$ cat src/rtl/http_response_header_parser_assert.svh
`ifndef HTTP_RESPONSE_HEADER_PARSER_ASSERT_SVH
`define HTTP_RESPONSE_HEADER_PARSER_ASSERT_SVH

// same-cycle implication, checked out of reset
`define HRHP_ASSERT_NOW(label, ante, cons, msg) \
  label: assert property (@(posedge clk) disable iff (!rst_n) (ante) |-> (cons)) \
    else $error(msg);

// next-cycle implication, checked out of reset
`define HRHP_ASSERT_NEXT(label, ante, cons, msg) \
  label: assert property (@(posedge clk) disable iff (!rst_n) (ante) |=> (cons)) \
    else $error(msg);

`endif

$ cat src/rtl/hrhp_pkg.sv
package hrhp_pkg;

  localparam int LENGTH_BITS = 24;
  localparam int STATUS_BITS = 10;
  localparam int POS_BITS    = 5;
  localparam int PREFIX_LEN  = 15;
  localparam int FIFO_DEPTH  = 2;
  localparam int FIFO_AW     = $clog2(FIFO_DEPTH);
  localparam int FIFO_CW     = $clog2(FIFO_DEPTH + 1);

  localparam logic [STATUS_BITS-1:0] STATUS_MAX = STATUS_BITS'(999);
  localparam logic [LENGTH_BITS-1:0] LEN_MAX    = {LENGTH_BITS{1'b1}};
  localparam logic [POS_BITS-1:0]    POS_MAX    = {POS_BITS{1'b1}};
  localparam logic [POS_BITS-1:0]    PREFIX_LAST = POS_BITS'(PREFIX_LEN - 1);

  localparam logic [7:0] CH_CR    = 8'h0D;
  localparam logic [7:0] CH_LF    = 8'h0A;
  localparam logic [7:0] CH_SPACE = 8'h20;
  localparam logic [7:0] CH_ZERO  = 8'h30;
  localparam logic [7:0] CH_NINE  = 8'h39;

  typedef enum logic [3:0] {
    PH_FIRST = 4'b0001,
    PH_HEAD  = 4'b0010,
    PH_BODY  = 4'b0100,
    PH_DONE  = 4'b1000
  } phase_t;

  typedef enum logic [3:0] {
    SS_SEEK   = 4'b0001,
    SS_SPACE  = 4'b0010,
    SS_DIGITS = 4'b0100,
    SS_END    = 4'b1000
  } ss_t;

  typedef struct packed {
    logic [7:0] rx_byte;
    logic       start_req;
  } in_t;

  typedef struct packed {
    logic                   body_valid;
    logic [7:0]             body_byte;
    logic                   headers_done;
    logic                   complete;
    logic                   status_found;
    logic [STATUS_BITS-1:0] resp_code;
    logic                   length_known;
    logic [LENGTH_BITS-1:0] content_length;
  } out_t;

  // byte plus its character class, as handed from front to back
  typedef struct packed {
    logic [7:0] rx_byte;
    logic       start;
    logic       is_digit;
    logic [3:0] digit;
    logic       is_cr;
    logic       is_lf;
    logic       is_space;
  } cls_t;

  function automatic logic [7:0] prefix_char(input logic [POS_BITS-1:0] pos);
    logic [7:0] c;
    case (pos)
      5'd0:    c = 8'h43; // C
      5'd1:    c = 8'h6F; // o
      5'd2:    c = 8'h6E; // n
      5'd3:    c = 8'h74; // t
      5'd4:    c = 8'h65; // e
      5'd5:    c = 8'h6E; // n
      5'd6:    c = 8'h74; // t
      5'd7:    c = 8'h2D; // -
      5'd8:    c = 8'h4C; // L
      5'd9:    c = 8'h65; // e
      5'd10:   c = 8'h6E; // n
      5'd11:   c = 8'h67; // g
      5'd12:   c = 8'h74; // t
      5'd13:   c = 8'h68; // h
      5'd14:   c = 8'h3A; // :
      default: c = 8'h00;
    endcase
    return c;
  endfunction

endpackage

$ cat src/rtl/hrhp_front.sv
module hrhp_front (
  input  logic           clk,
  input  logic           rst_n,
  input  logic           in_valid,
  output logic           in_stall,
  input  hrhp_pkg::in_t  in_data,
  output logic           push,
  output hrhp_pkg::cls_t push_item,
  input  logic           fifo_full
);
  import hrhp_pkg::*;

  logic       cls_valid_r;
  logic       cls_valid_nxt;
  cls_t       cls_r;
  cls_t       cls_nxt;
  logic       take;
  logic [7:0] b;

  assign push     = cls_valid_r && !fifo_full;
  assign in_stall = cls_valid_r && fifo_full;
  assign take     = in_valid && !in_stall;
  assign b        = in_data.rx_byte;

  always_comb begin
    cls_nxt.rx_byte  = b;
    cls_nxt.start    = in_data.start_req;
    cls_nxt.is_digit = (b >= CH_ZERO) && (b <= CH_NINE);
    cls_nxt.digit    = 4'(b - CH_ZERO);
    cls_nxt.is_cr    = (b == CH_CR);
    cls_nxt.is_lf    = (b == CH_LF);
    cls_nxt.is_space = (b == CH_SPACE);
  end

  assign cls_valid_nxt = take || (cls_valid_r && !push);

  always_ff @(posedge clk) begin
    if (!rst_n) begin
      cls_valid_r <= 1'b0;
    end else begin
      cls_valid_r <= cls_valid_nxt;
    end
  end

  always_ff @(posedge clk) begin
    if (take) begin
      cls_r <= cls_nxt;
    end
  end

  assign push_item = cls_r;

endmodule

$ cat src/rtl/hrhp_fifo.sv
module hrhp_fifo (
  input  logic           clk,
  input  logic           rst_n,
  input  logic           push,
  input  hrhp_pkg::cls_t push_item,
  output logic           full,
  input  logic           pop_ready,
  output logic           pop,
  output hrhp_pkg::cls_t pop_item
);
  import hrhp_pkg::*;

  cls_t               mem [FIFO_DEPTH];
  logic [FIFO_AW-1:0] wr_ptr_r;
  logic [FIFO_AW-1:0] wr_ptr_nxt;
  logic [FIFO_AW-1:0] rd_ptr_r;
  logic [FIFO_AW-1:0] rd_ptr_nxt;
  logic [FIFO_CW-1:0] count_r;
  logic [FIFO_CW-1:0] count_nxt;
  logic               empty;

  assign full     = (count_r == FIFO_CW'(FIFO_DEPTH));
  assign empty    = (count_r == '0);
  assign pop      = !empty && pop_ready;
  assign pop_item = mem[rd_ptr_r];

  always_comb begin
    wr_ptr_nxt = wr_ptr_r;
    rd_ptr_nxt = rd_ptr_r;
    count_nxt  = count_r;
    if (push) begin
      wr_ptr_nxt = (wr_ptr_r == FIFO_AW'(FIFO_DEPTH - 1)) ? '0 : wr_ptr_r + 1'b1;
    end
    if (pop) begin
      rd_ptr_nxt = (rd_ptr_r == FIFO_AW'(FIFO_DEPTH - 1)) ? '0 : rd_ptr_r + 1'b1;
    end
    if (push && !pop) begin
      count_nxt = count_r + 1'b1;
    end else if (pop && !push) begin
      count_nxt = count_r - 1'b1;
    end
  end

  always_ff @(posedge clk) begin
    if (!rst_n) begin
      wr_ptr_r <= '0;
      rd_ptr_r <= '0;
      count_r  <= '0;
    end else begin
      wr_ptr_r <= wr_ptr_nxt;
      rd_ptr_r <= rd_ptr_nxt;
      count_r  <= count_nxt;
    end
  end

  always_ff @(posedge clk) begin
    if (push) begin
      mem[wr_ptr_r] <= push_item;
    end
  end

endmodule

$ cat src/rtl/hrhp_back.sv
module hrhp_back (
  input  logic           clk,
  input  logic           rst_n,
  input  logic           pop,
  input  hrhp_pkg::cls_t item,
  output logic           pop_ready,
  output logic           out_valid,
  input  logic           out_stall,
  output hrhp_pkg::out_t out_data
);
  import hrhp_pkg::*;

  `include "http_response_header_parser_assert.svh"

  phase_t                 phase_r, phase_nxt;
  logic                   pcr_r, pcr_nxt;
  logic [POS_BITS-1:0]    pos_r, pos_nxt;
  logic                   pm_r, pm_nxt;
  logic                   inlen_r, inlen_nxt;
  ss_t                    ss_r, ss_nxt;
  logic [STATUS_BITS-1:0] sval_r, sval_nxt;
  logic                   sseen_r, sseen_nxt;
  logic [LENGTH_BITS-1:0] len_r, len_nxt;
  logic                   lseen_r, lseen_nxt;
  logic [LENGTH_BITS-1:0] rem_r, rem_nxt;

  logic                   out_valid_r, out_valid_nxt;
  out_t                   out_r, out_nxt;

  logic [LENGTH_BITS+3:0] len_mul;
  logic [STATUS_BITS+3:0] st_mul;
  logic [POS_BITS-1:0]    pos;
  logic                   bvalid;
  logic                   cmp;
  logic                   empty_line;

  assign pop_ready = !out_valid_r || !out_stall;

  always_comb begin
    phase_nxt  = phase_r;
    pcr_nxt    = pcr_r;
    pos_nxt    = pos_r;
    pm_nxt     = pm_r;
    inlen_nxt  = inlen_r;
    ss_nxt     = ss_r;
    sval_nxt   = sval_r;
    sseen_nxt  = sseen_r;
    len_nxt    = len_r;
    lseen_nxt  = lseen_r;
    rem_nxt    = rem_r;
    bvalid     = 1'b0;
    cmp        = 1'b0;
    empty_line = 1'b0;
    pos        = '0;
    len_mul    = '0;
    st_mul     = '0;

    if (pop) begin
      // start of a new response clears everything first
      if (item.start) begin
        phase_nxt = PH_FIRST;
        pcr_nxt   = 1'b0;
        pos_nxt   = '0;
        pm_nxt    = 1'b1;
        inlen_nxt = 1'b0;
        ss_nxt    = SS_SEEK;
        sval_nxt  = '0;
        sseen_nxt = 1'b0;
        len_nxt   = '0;
        lseen_nxt = 1'b0;
        rem_nxt   = '0;
      end

      len_mul = {1'b0, len_nxt, 3'b000} + {3'b000, len_nxt, 1'b0}
              + {{LENGTH_BITS{1'b0}}, item.digit};
      st_mul  = {1'b0, sval_nxt, 3'b000} + {3'b000, sval_nxt, 1'b0}
              + {{STATUS_BITS{1'b0}}, item.digit};

      case (phase_nxt)
        PH_BODY: begin
          bvalid = 1'b1;
          if (rem_nxt != '0) begin
            rem_nxt = rem_nxt - 1'b1;
          end
          if (rem_nxt == '0) begin
            phase_nxt = PH_DONE;
            cmp       = sseen_nxt;
          end
        end
        PH_DONE: begin
        end
        default: begin
          if (pcr_nxt && item.is_lf) begin
            empty_line = (pos_nxt == POS_BITS'(1));
            pos_nxt    = '0;
            pcr_nxt    = 1'b0;
            pm_nxt     = 1'b1;
            inlen_nxt  = 1'b0;
            if (empty_line) begin
              if (lseen_nxt && (len_nxt != '0)) begin
                phase_nxt = PH_BODY;
                rem_nxt   = len_nxt;
              end else begin
                phase_nxt = PH_DONE;
                cmp       = sseen_nxt;
              end
            end else begin
              phase_nxt = PH_HEAD;
            end
          end else begin
            pos = pos_nxt;
            if (pos_nxt != POS_MAX) begin
              pos_nxt = pos_nxt + 1'b1;
            end
            pcr_nxt = item.is_cr;

            // content-length prefix match and value scan
            if (inlen_nxt) begin
              if (item.is_digit) begin
                len_nxt = (len_mul > {4'b0000, LEN_MAX}) ? LEN_MAX
                                                         : len_mul[LENGTH_BITS-1:0];
                pm_nxt  = 1'b0;
              end else if (!(pm_nxt && item.is_space)) begin
                inlen_nxt = 1'b0;
              end
            end else if (pm_nxt) begin
              if ((pos <= PREFIX_LAST) && (item.rx_byte == prefix_char(pos))) begin
                if (pos == PREFIX_LAST) begin
                  inlen_nxt = 1'b1;
                  lseen_nxt = 1'b1;
                  len_nxt   = '0;
                end
              end else begin
                pm_nxt = 1'b0;
              end
            end

            // status code on the first line only
            if (phase_nxt == PH_FIRST) begin
              case (ss_nxt)
                SS_SEEK: begin
                  if (item.is_space) begin
                    ss_nxt = SS_SPACE;
                  end
                end
                SS_SPACE: begin
                  if (item.is_digit) begin
                    ss_nxt    = SS_DIGITS;
                    sseen_nxt = 1'b1;
                    sval_nxt  = {{(STATUS_BITS-4){1'b0}}, item.digit};
                  end else if (!item.is_space) begin
                    ss_nxt = SS_SEEK;
                  end
                end
                SS_DIGITS: begin
                  if (item.is_digit) begin
                    sval_nxt = (st_mul > {4'b0000, STATUS_MAX}) ? STATUS_MAX
                                                               : st_mul[STATUS_BITS-1:0];
                  end else begin
                    ss_nxt = SS_END;
                  end
                end
                default: begin
                end
              endcase
            end
          end
        end
      endcase
    end
  end

  always_comb begin
    out_nxt.body_valid     = bvalid;
    out_nxt.body_byte      = bvalid ? item.rx_byte : 8'h00;
    out_nxt.headers_done   = (phase_nxt == PH_BODY) || (phase_nxt == PH_DONE);
    out_nxt.complete       = cmp;
    out_nxt.status_found   = sseen_nxt;
    out_nxt.resp_code      = sval_nxt;
    out_nxt.length_known   = lseen_nxt;
    out_nxt.content_length = len_nxt;
  end

  assign out_valid_nxt = pop || (out_valid_r && out_stall);

  always_ff @(posedge clk) begin
    if (!rst_n) begin
      phase_r     <= PH_FIRST;
      pcr_r       <= 1'b0;
      pos_r       <= '0;
      pm_r        <= 1'b1;
      inlen_r     <= 1'b0;
      ss_r        <= SS_SEEK;
      sval_r      <= '0;
      sseen_r     <= 1'b0;
      len_r       <= '0;
      lseen_r     <= 1'b0;
      rem_r       <= '0;
      out_valid_r <= 1'b0;
    end else begin
      phase_r     <= phase_nxt;
      pcr_r       <= pcr_nxt;
      pos_r       <= pos_nxt;
      pm_r        <= pm_nxt;
      inlen_r     <= inlen_nxt;
      ss_r        <= ss_nxt;
      sval_r      <= sval_nxt;
      sseen_r     <= sseen_nxt;
      len_r       <= len_nxt;
      lseen_r     <= lseen_nxt;
      rem_r       <= rem_nxt;
      out_valid_r <= out_valid_nxt;
    end
  end

  always_ff @(posedge clk) begin
    if (pop) begin
      out_r <= out_nxt;
    end
  end

  assign out_valid = out_valid_r;
  assign out_data  = out_r;

  `HRHP_ASSERT_NOW(a_complete_has_status, out_valid_r && out_r.complete,
    out_r.status_found, "complete without a status code")
  `HRHP_ASSERT_NOW(a_body_after_headers, out_valid_r && out_r.body_valid,
    out_r.headers_done, "body byte before the header end")
  `HRHP_ASSERT_NOW(a_status_in_range, out_valid_r,
    out_r.resp_code <= STATUS_MAX, "status code above its maximum")
  `HRHP_ASSERT_NEXT(a_done_sticks, pop && !item.start && (phase_r == PH_DONE),
    phase_r == PH_DONE, "left the done phase without a start")

endmodule

$ cat src/rtl/http_response_header_parser.sv
// path: a request passes the class register, a queue entry and the result register on its way
//   to out_data, and waits there while out_stall holds
// throughput: one byte per cycle unless stalled; the back end updates all parse state per pop
// reset: synchronous, active-low rst_n clears the queue, the valid flags and the parse
//   state to the first-line, no-status, no-length state; no clearing pass is needed
module http_response_header_parser (
  input  logic           clk,
  input  logic           rst_n,
  // byte stream in
  input  logic           in_valid,
  output logic           in_stall,
  input  hrhp_pkg::in_t  in_data,
  // per-byte parse result out
  output logic           out_valid,
  input  logic           out_stall,
  output hrhp_pkg::out_t out_data
);
  import hrhp_pkg::*;

  // front to queue
  logic push;
  cls_t push_item;
  logic fifo_full;

  // queue to back
  logic pop;
  logic pop_ready;
  cls_t pop_item;

  // front: registers each request and tags it as digit, cr, lf or space
  hrhp_front u_front (
    .clk       (clk),
    .rst_n     (rst_n),
    .in_valid  (in_valid),
    .in_stall  (in_stall),
    .in_data   (in_data),
    .push      (push),
    .push_item (push_item),
    .fifo_full (fifo_full)
  );

  // short queue so the front keeps taking bytes while the back waits on out_stall
  hrhp_fifo u_fifo (
    .clk       (clk),
    .rst_n     (rst_n),
    .push      (push),
    .push_item (push_item),
    .full      (fifo_full),
    .pop_ready (pop_ready),
    .pop       (pop),
    .pop_item  (pop_item)
  );

  // back: line tracking, status code and content-length scan, body counting,
  // and the result register that carries the outputs
  hrhp_back u_back (
    .clk       (clk),
    .rst_n     (rst_n),
    .pop       (pop),
    .item      (pop_item),
    .pop_ready (pop_ready),
    .out_valid (out_valid),
    .out_stall (out_stall),
    .out_data  (out_data)
  );

endmodule

$ cat config.mk
export PLATFORM = sky130hd
export DESIGN_NAME = http_response_header_parser
export DESIGN_NICKNAME = d
export VERILOG_FILES = /design/src/rtl/hrhp_pkg.sv /design/src/rtl/hrhp_front.sv /design/src/rtl/hrhp_fifo.sv /design/src/rtl/hrhp_back.sv /design/src/rtl/http_response_header_parser.sv
export VERILOG_INCLUDE_DIRS = /design/src /design/src/rtl
export SDC_FILE = /design/constraint.sdc
export NUM_CORES = 1
export LEC_CHECK = 0
export BUFFER_PORTS_ARGS = -buffer_cell sky130_fd_sc_hd__buf_2
export CORE_ASPECT_RATIO = 0.8
export CORE_UTILIZATION = 50
export CTS_CLUSTER_DIAMETER = 30
export CTS_CLUSTER_SIZE = 14
export DETAILED_ROUTE_END_ITERATION = 12
export PLACE_DENSITY = 0.78
export SLEW_MARGIN = 25
export SYNTH_ARGS = -nofsm -noshare
export SYNTH_HDL_FRONTEND = slang
export SYNTH_SLANG_ARGS = --single-unit
$ cat constraint.sdc
create_clock -name clk -period 6.5 [get_ports clk]
set_input_delay 0.65 -clock clk [delete_from_list [all_inputs] [get_ports clk]]
set_output_delay 0.65 -clock clk [all_outputs]
set_load 0.02 [all_outputs]
==> results.sh <==
export IMPL_area_growth_pct=10.4
export IMPL_hold_slack_ns=0.385
export IMPL_firstDrtPassIters=6
export IMPL_startpoint_type="flop"
export IMPL_synth_most_common_cell="nand2_1"
export IMPL_synthesis_nets=1383
export IMPL_postCtsSetupBuffers=0
export IMPL_clockPowerShare_pct=30.1
export IMPL_seqPwrFrac_pct=40.7
export IMPL_power_density_mw_per_mm2=276
export IMPL_setup_viol_count_final=0
export IMPL_dieArea_mm2=0.0230
export IMPL_dieWidth_um=169
export IMPL_wl_met2_um=13300
export IMPL_io_pins=62
export IMPL_port_buffers=61
export IMPL_crit_path_max_fanout=16
export IMPL_vias=10403
export IMPL_hold_buffers=0
export IMPL_fp_dieH_um=136
export IMPL_highest_layer="met4"
export IMPL_switching_share_pct=38.2
export IMPL_min_path_cells=1
export IMPL_grt_start_max_net_pins=56
export IMPL_route_met3_wl_um=3320
export IMPL_finalNetCount=1413
export IMPL_worst_setup_path_end_kind="flop"
export IMPL_grt_pass1_vias=9455
export IMPL_placed_cells=1605
export IMPL_rr_worst_depth=15
export IMPL_tightest_slew_ns=1.00
export IMPL_min_period_ns=4.97
export IMPL_run_status="complete, no violations"
export IMPL_rows=48
export IMPL_hold_end="u_front.push_item[8]"
export IMPL_fmax_ghz=0.201
export IMPL_grt_overflow=0
export IMPL_ys_seq_elements=169
export IMPL_r2r_slack_ns=1.53
export IMPL_crit_type="reg -> reg"
export IMPL_cellLeakagePower_uw=0.00510
export IMPL_design_core_area_mm2=0.0217
export IMPL_cts_sinks=169
export IMPL_cts_buffers=17
export IMPL_synth_commonest_cells="nand2_1, nor2_1, o21ai_0"
export IMPL_tns_ns=0
export IMPL_syn_area_per_cell_um2=8.64
export IMPL_finalNonFillerCells=1637
export IMPL_p_int_uw=2110
export IMPL_max_cap_viol_count=0
export IMPL_total_power_uw=3410
export IMPL_yosysTopAreaCellShare_pct=23.1
export IMPL_cp_arrival_ns=5.17
export IMPL_finalWorstSetupSlack_ns=1.53
export IMPL_cts_tree="yes"
export IMPL_antenna_found_initial=0
export IMPL_diodes=0
export IMPL_grt_pass1_wl_um=50600
export IMPL_fillers=1966
export IMPL_critical_path_required_ns=6.70
export IMPL_yosysWarnings=0
export IMPL_synth_seq_area_share_pct=38.0
export IMPL_synth_top_area_cell="edfxtp_1"
export IMPL_ctsResizeCount=0
export IMPL_post_dp_hpwl_um=22200
export IMPL_p_comb_share_pct=29.2
export IMPL_relSlewSlack_pct=32.9
export IMPL_clk_latency_ns=0.44
export IMPL_min_period_over_period_pct=76.5
export IMPL_async_flop_share_pct=0
export IMPL_synth_area_mm2=0.0112
export IMPL_drtAntennaViolNets=0
export IMPL_routabilityCongestion=0.905
export IMPL_initial_core_util_pct=51.4
export IMPL_ir_worst_vdd_uv=201
export IMPL_wl_met1_um=14500
export IMPL_postRouteWirelength_um=31800
export IMPL_min_from="in_data[0]"
export IMPL_htree_levels=4
export IMPL_track_usage_pct=28.1
export IMPL_post_drt_wl_per_cell_um=19.4
export IMPL_hold_viol=0
export IMPL_p_sw_uw=1300
export IMPL_cts_path_max_buffers=2
export IMPL_grt_setup_unrepaired="false"
export IMPL_hold_class="in -> reg"
export IMPL_maxSlewViolCount=0
export IMPL_drc_errors=0
export IMPL_drive_gt1_share_pct=11.0
export IMPL_drtIter0Drc=1199
export IMPL_clkTransAtPathRegs_ns=0.08
export IMPL_yosys_top_cells_area="edfxtp_1, dfxtp_1, ha_1, nand2_1, nor2_1"
export IMPL_worst_clock_skew_ns=0.0139
export IMPL_vias_per_cell=6.35
export IMPL_synth_ff_type="edfxtp_1"
export IMPL_synthDistinctLibCells=82
export IMPL_timing_rr_end="u_back.out_data[27]"
export IMPL_synth_edf_count=86
export IMPL_post_place_ws_ns=1.60
export IMPL_root_buffer="clkbuf_16"
export IMPL_syn_inst=1294
[cell type report]
| type | count | area (um2) | area share [%] |
|---|---|---|---|
| clock buffer | 18 | 439 | 3.56 |
| clock inverter | 14 | 151 | 1.23 |
| inverter | 24 | 91.3 | 0.740 |
| multi-input combinational | 1031 | 6590 | 53.4 |
| sequential | 169 | 4240 | 34.4 |
| tap | 300 | 375 | 3.04 |
| timing repair buffer | 81 | 455 | 3.69 |
[sequential cells by signal, indices dropped and copies added (netlist names), named ones only]
signal and count:
u_back.out_valid 1, u_back.pm_r 1, u_back.rem_r 24, u_back.sval_r 10, u_back.len_r 24, u_fifo.count_r 2
u_back.pcr_r 1, u_front.push_item 13, u_back.ss_r 4, u_back.lseen_r 1, u_fifo.mem 26, u_fifo.wr_ptr_r 1
u_back.phase_r 4, u_fifo.rd_ptr_r 1, u_front.cls_valid_r 1, u_back.out_data 47, u_back.pos_r 5, u_back.sseen_r 1
u_back.inlen_r 1
[logic make-up (layout without fill, tap and decap cells)]
group           after synthesis  in the layout  share of synthesized area (%)
compound gates              379            379                           21.8
xor+xnor                     47             47                           3.68
fa+ha+maj                    76             76                           8.64
buf+inv                      94            137                           3.31
flops                       169            169                           38.0
mux                          29             29                           2.72
simple gates                500            500                           21.9
[per-stage QoR]
stage,utilization (%),instance area [um2]
CTS,56.8,12300
detailed placement,54.1,11800
global route,56.8,12300
global placement,54.0,11700
floorplan,-,11200
finish,56.8,12300
[critical path, stage by stage (launching register included)]
cell and delay [ns]:
dfxtp_1 0.43, buf_4 0.31, mux2i_1 0.31, inv_1 0.15, ha_1 0.32, ha_1 0.22, fa_1 0.41, a21o_1 0.19
a21oi_1 0.22, o21ai_0 0.15, nand2b_1 0.20, a311o_1 0.36, a32oi_1 0.23, or4b_1 0.63, or3_1 0.41, a21o_1 0.18
[worst max path at each step]
stage                     startpoint                   to  slack (ns)
after floorplan                 flop  u_back.out_data[11]        1.14
after global placement          flop  u_back.out_data[27]        1.76
after detailed placement        flop  u_back.out_data[27]        1.60
after CTS                       flop  u_back.out_data[27]        1.58
after global routing            flop   u_back.out_data[3]        1.25
final                           flop  u_back.out_data[27]        1.53
[layout by cell type, fill, tap and decap left out, types with 26 or more instances in the layout]
cell      count
nand2_1     140
a21oi_1      90
and2_1       41
nor2_1      137
buf_2        61
xor2_1       26
nand3_1      44
o21ai_0      91
dfxtp_1      83
edfxtp_1     86
ha_1         74
[layer usage]
| layer | GRT usage, % | vias to the layer above |
|---|---|---|
| li1 | - | 4888 |
| met1 | 40.9 | 4880 |
| met2 | 40.5 | 569 |
| met3 | 7.04 | 66 |
| met4 | 9.01 | 0 |
| met5 | 0 | - |
[power by group through the flow]
stage	combinational, uW	clock (uW)	sequential (uW)
6_report	996	1030	1390
5_1_grt	1060	1070	1410
4_1_cts	982	1040	1390
3_5_place_dp	976	0	1410
3_3_place_gp	959	0	1410
2_1_floorplan	511	0	1550
No activity file was read; power rests on OpenSTA's default activity.
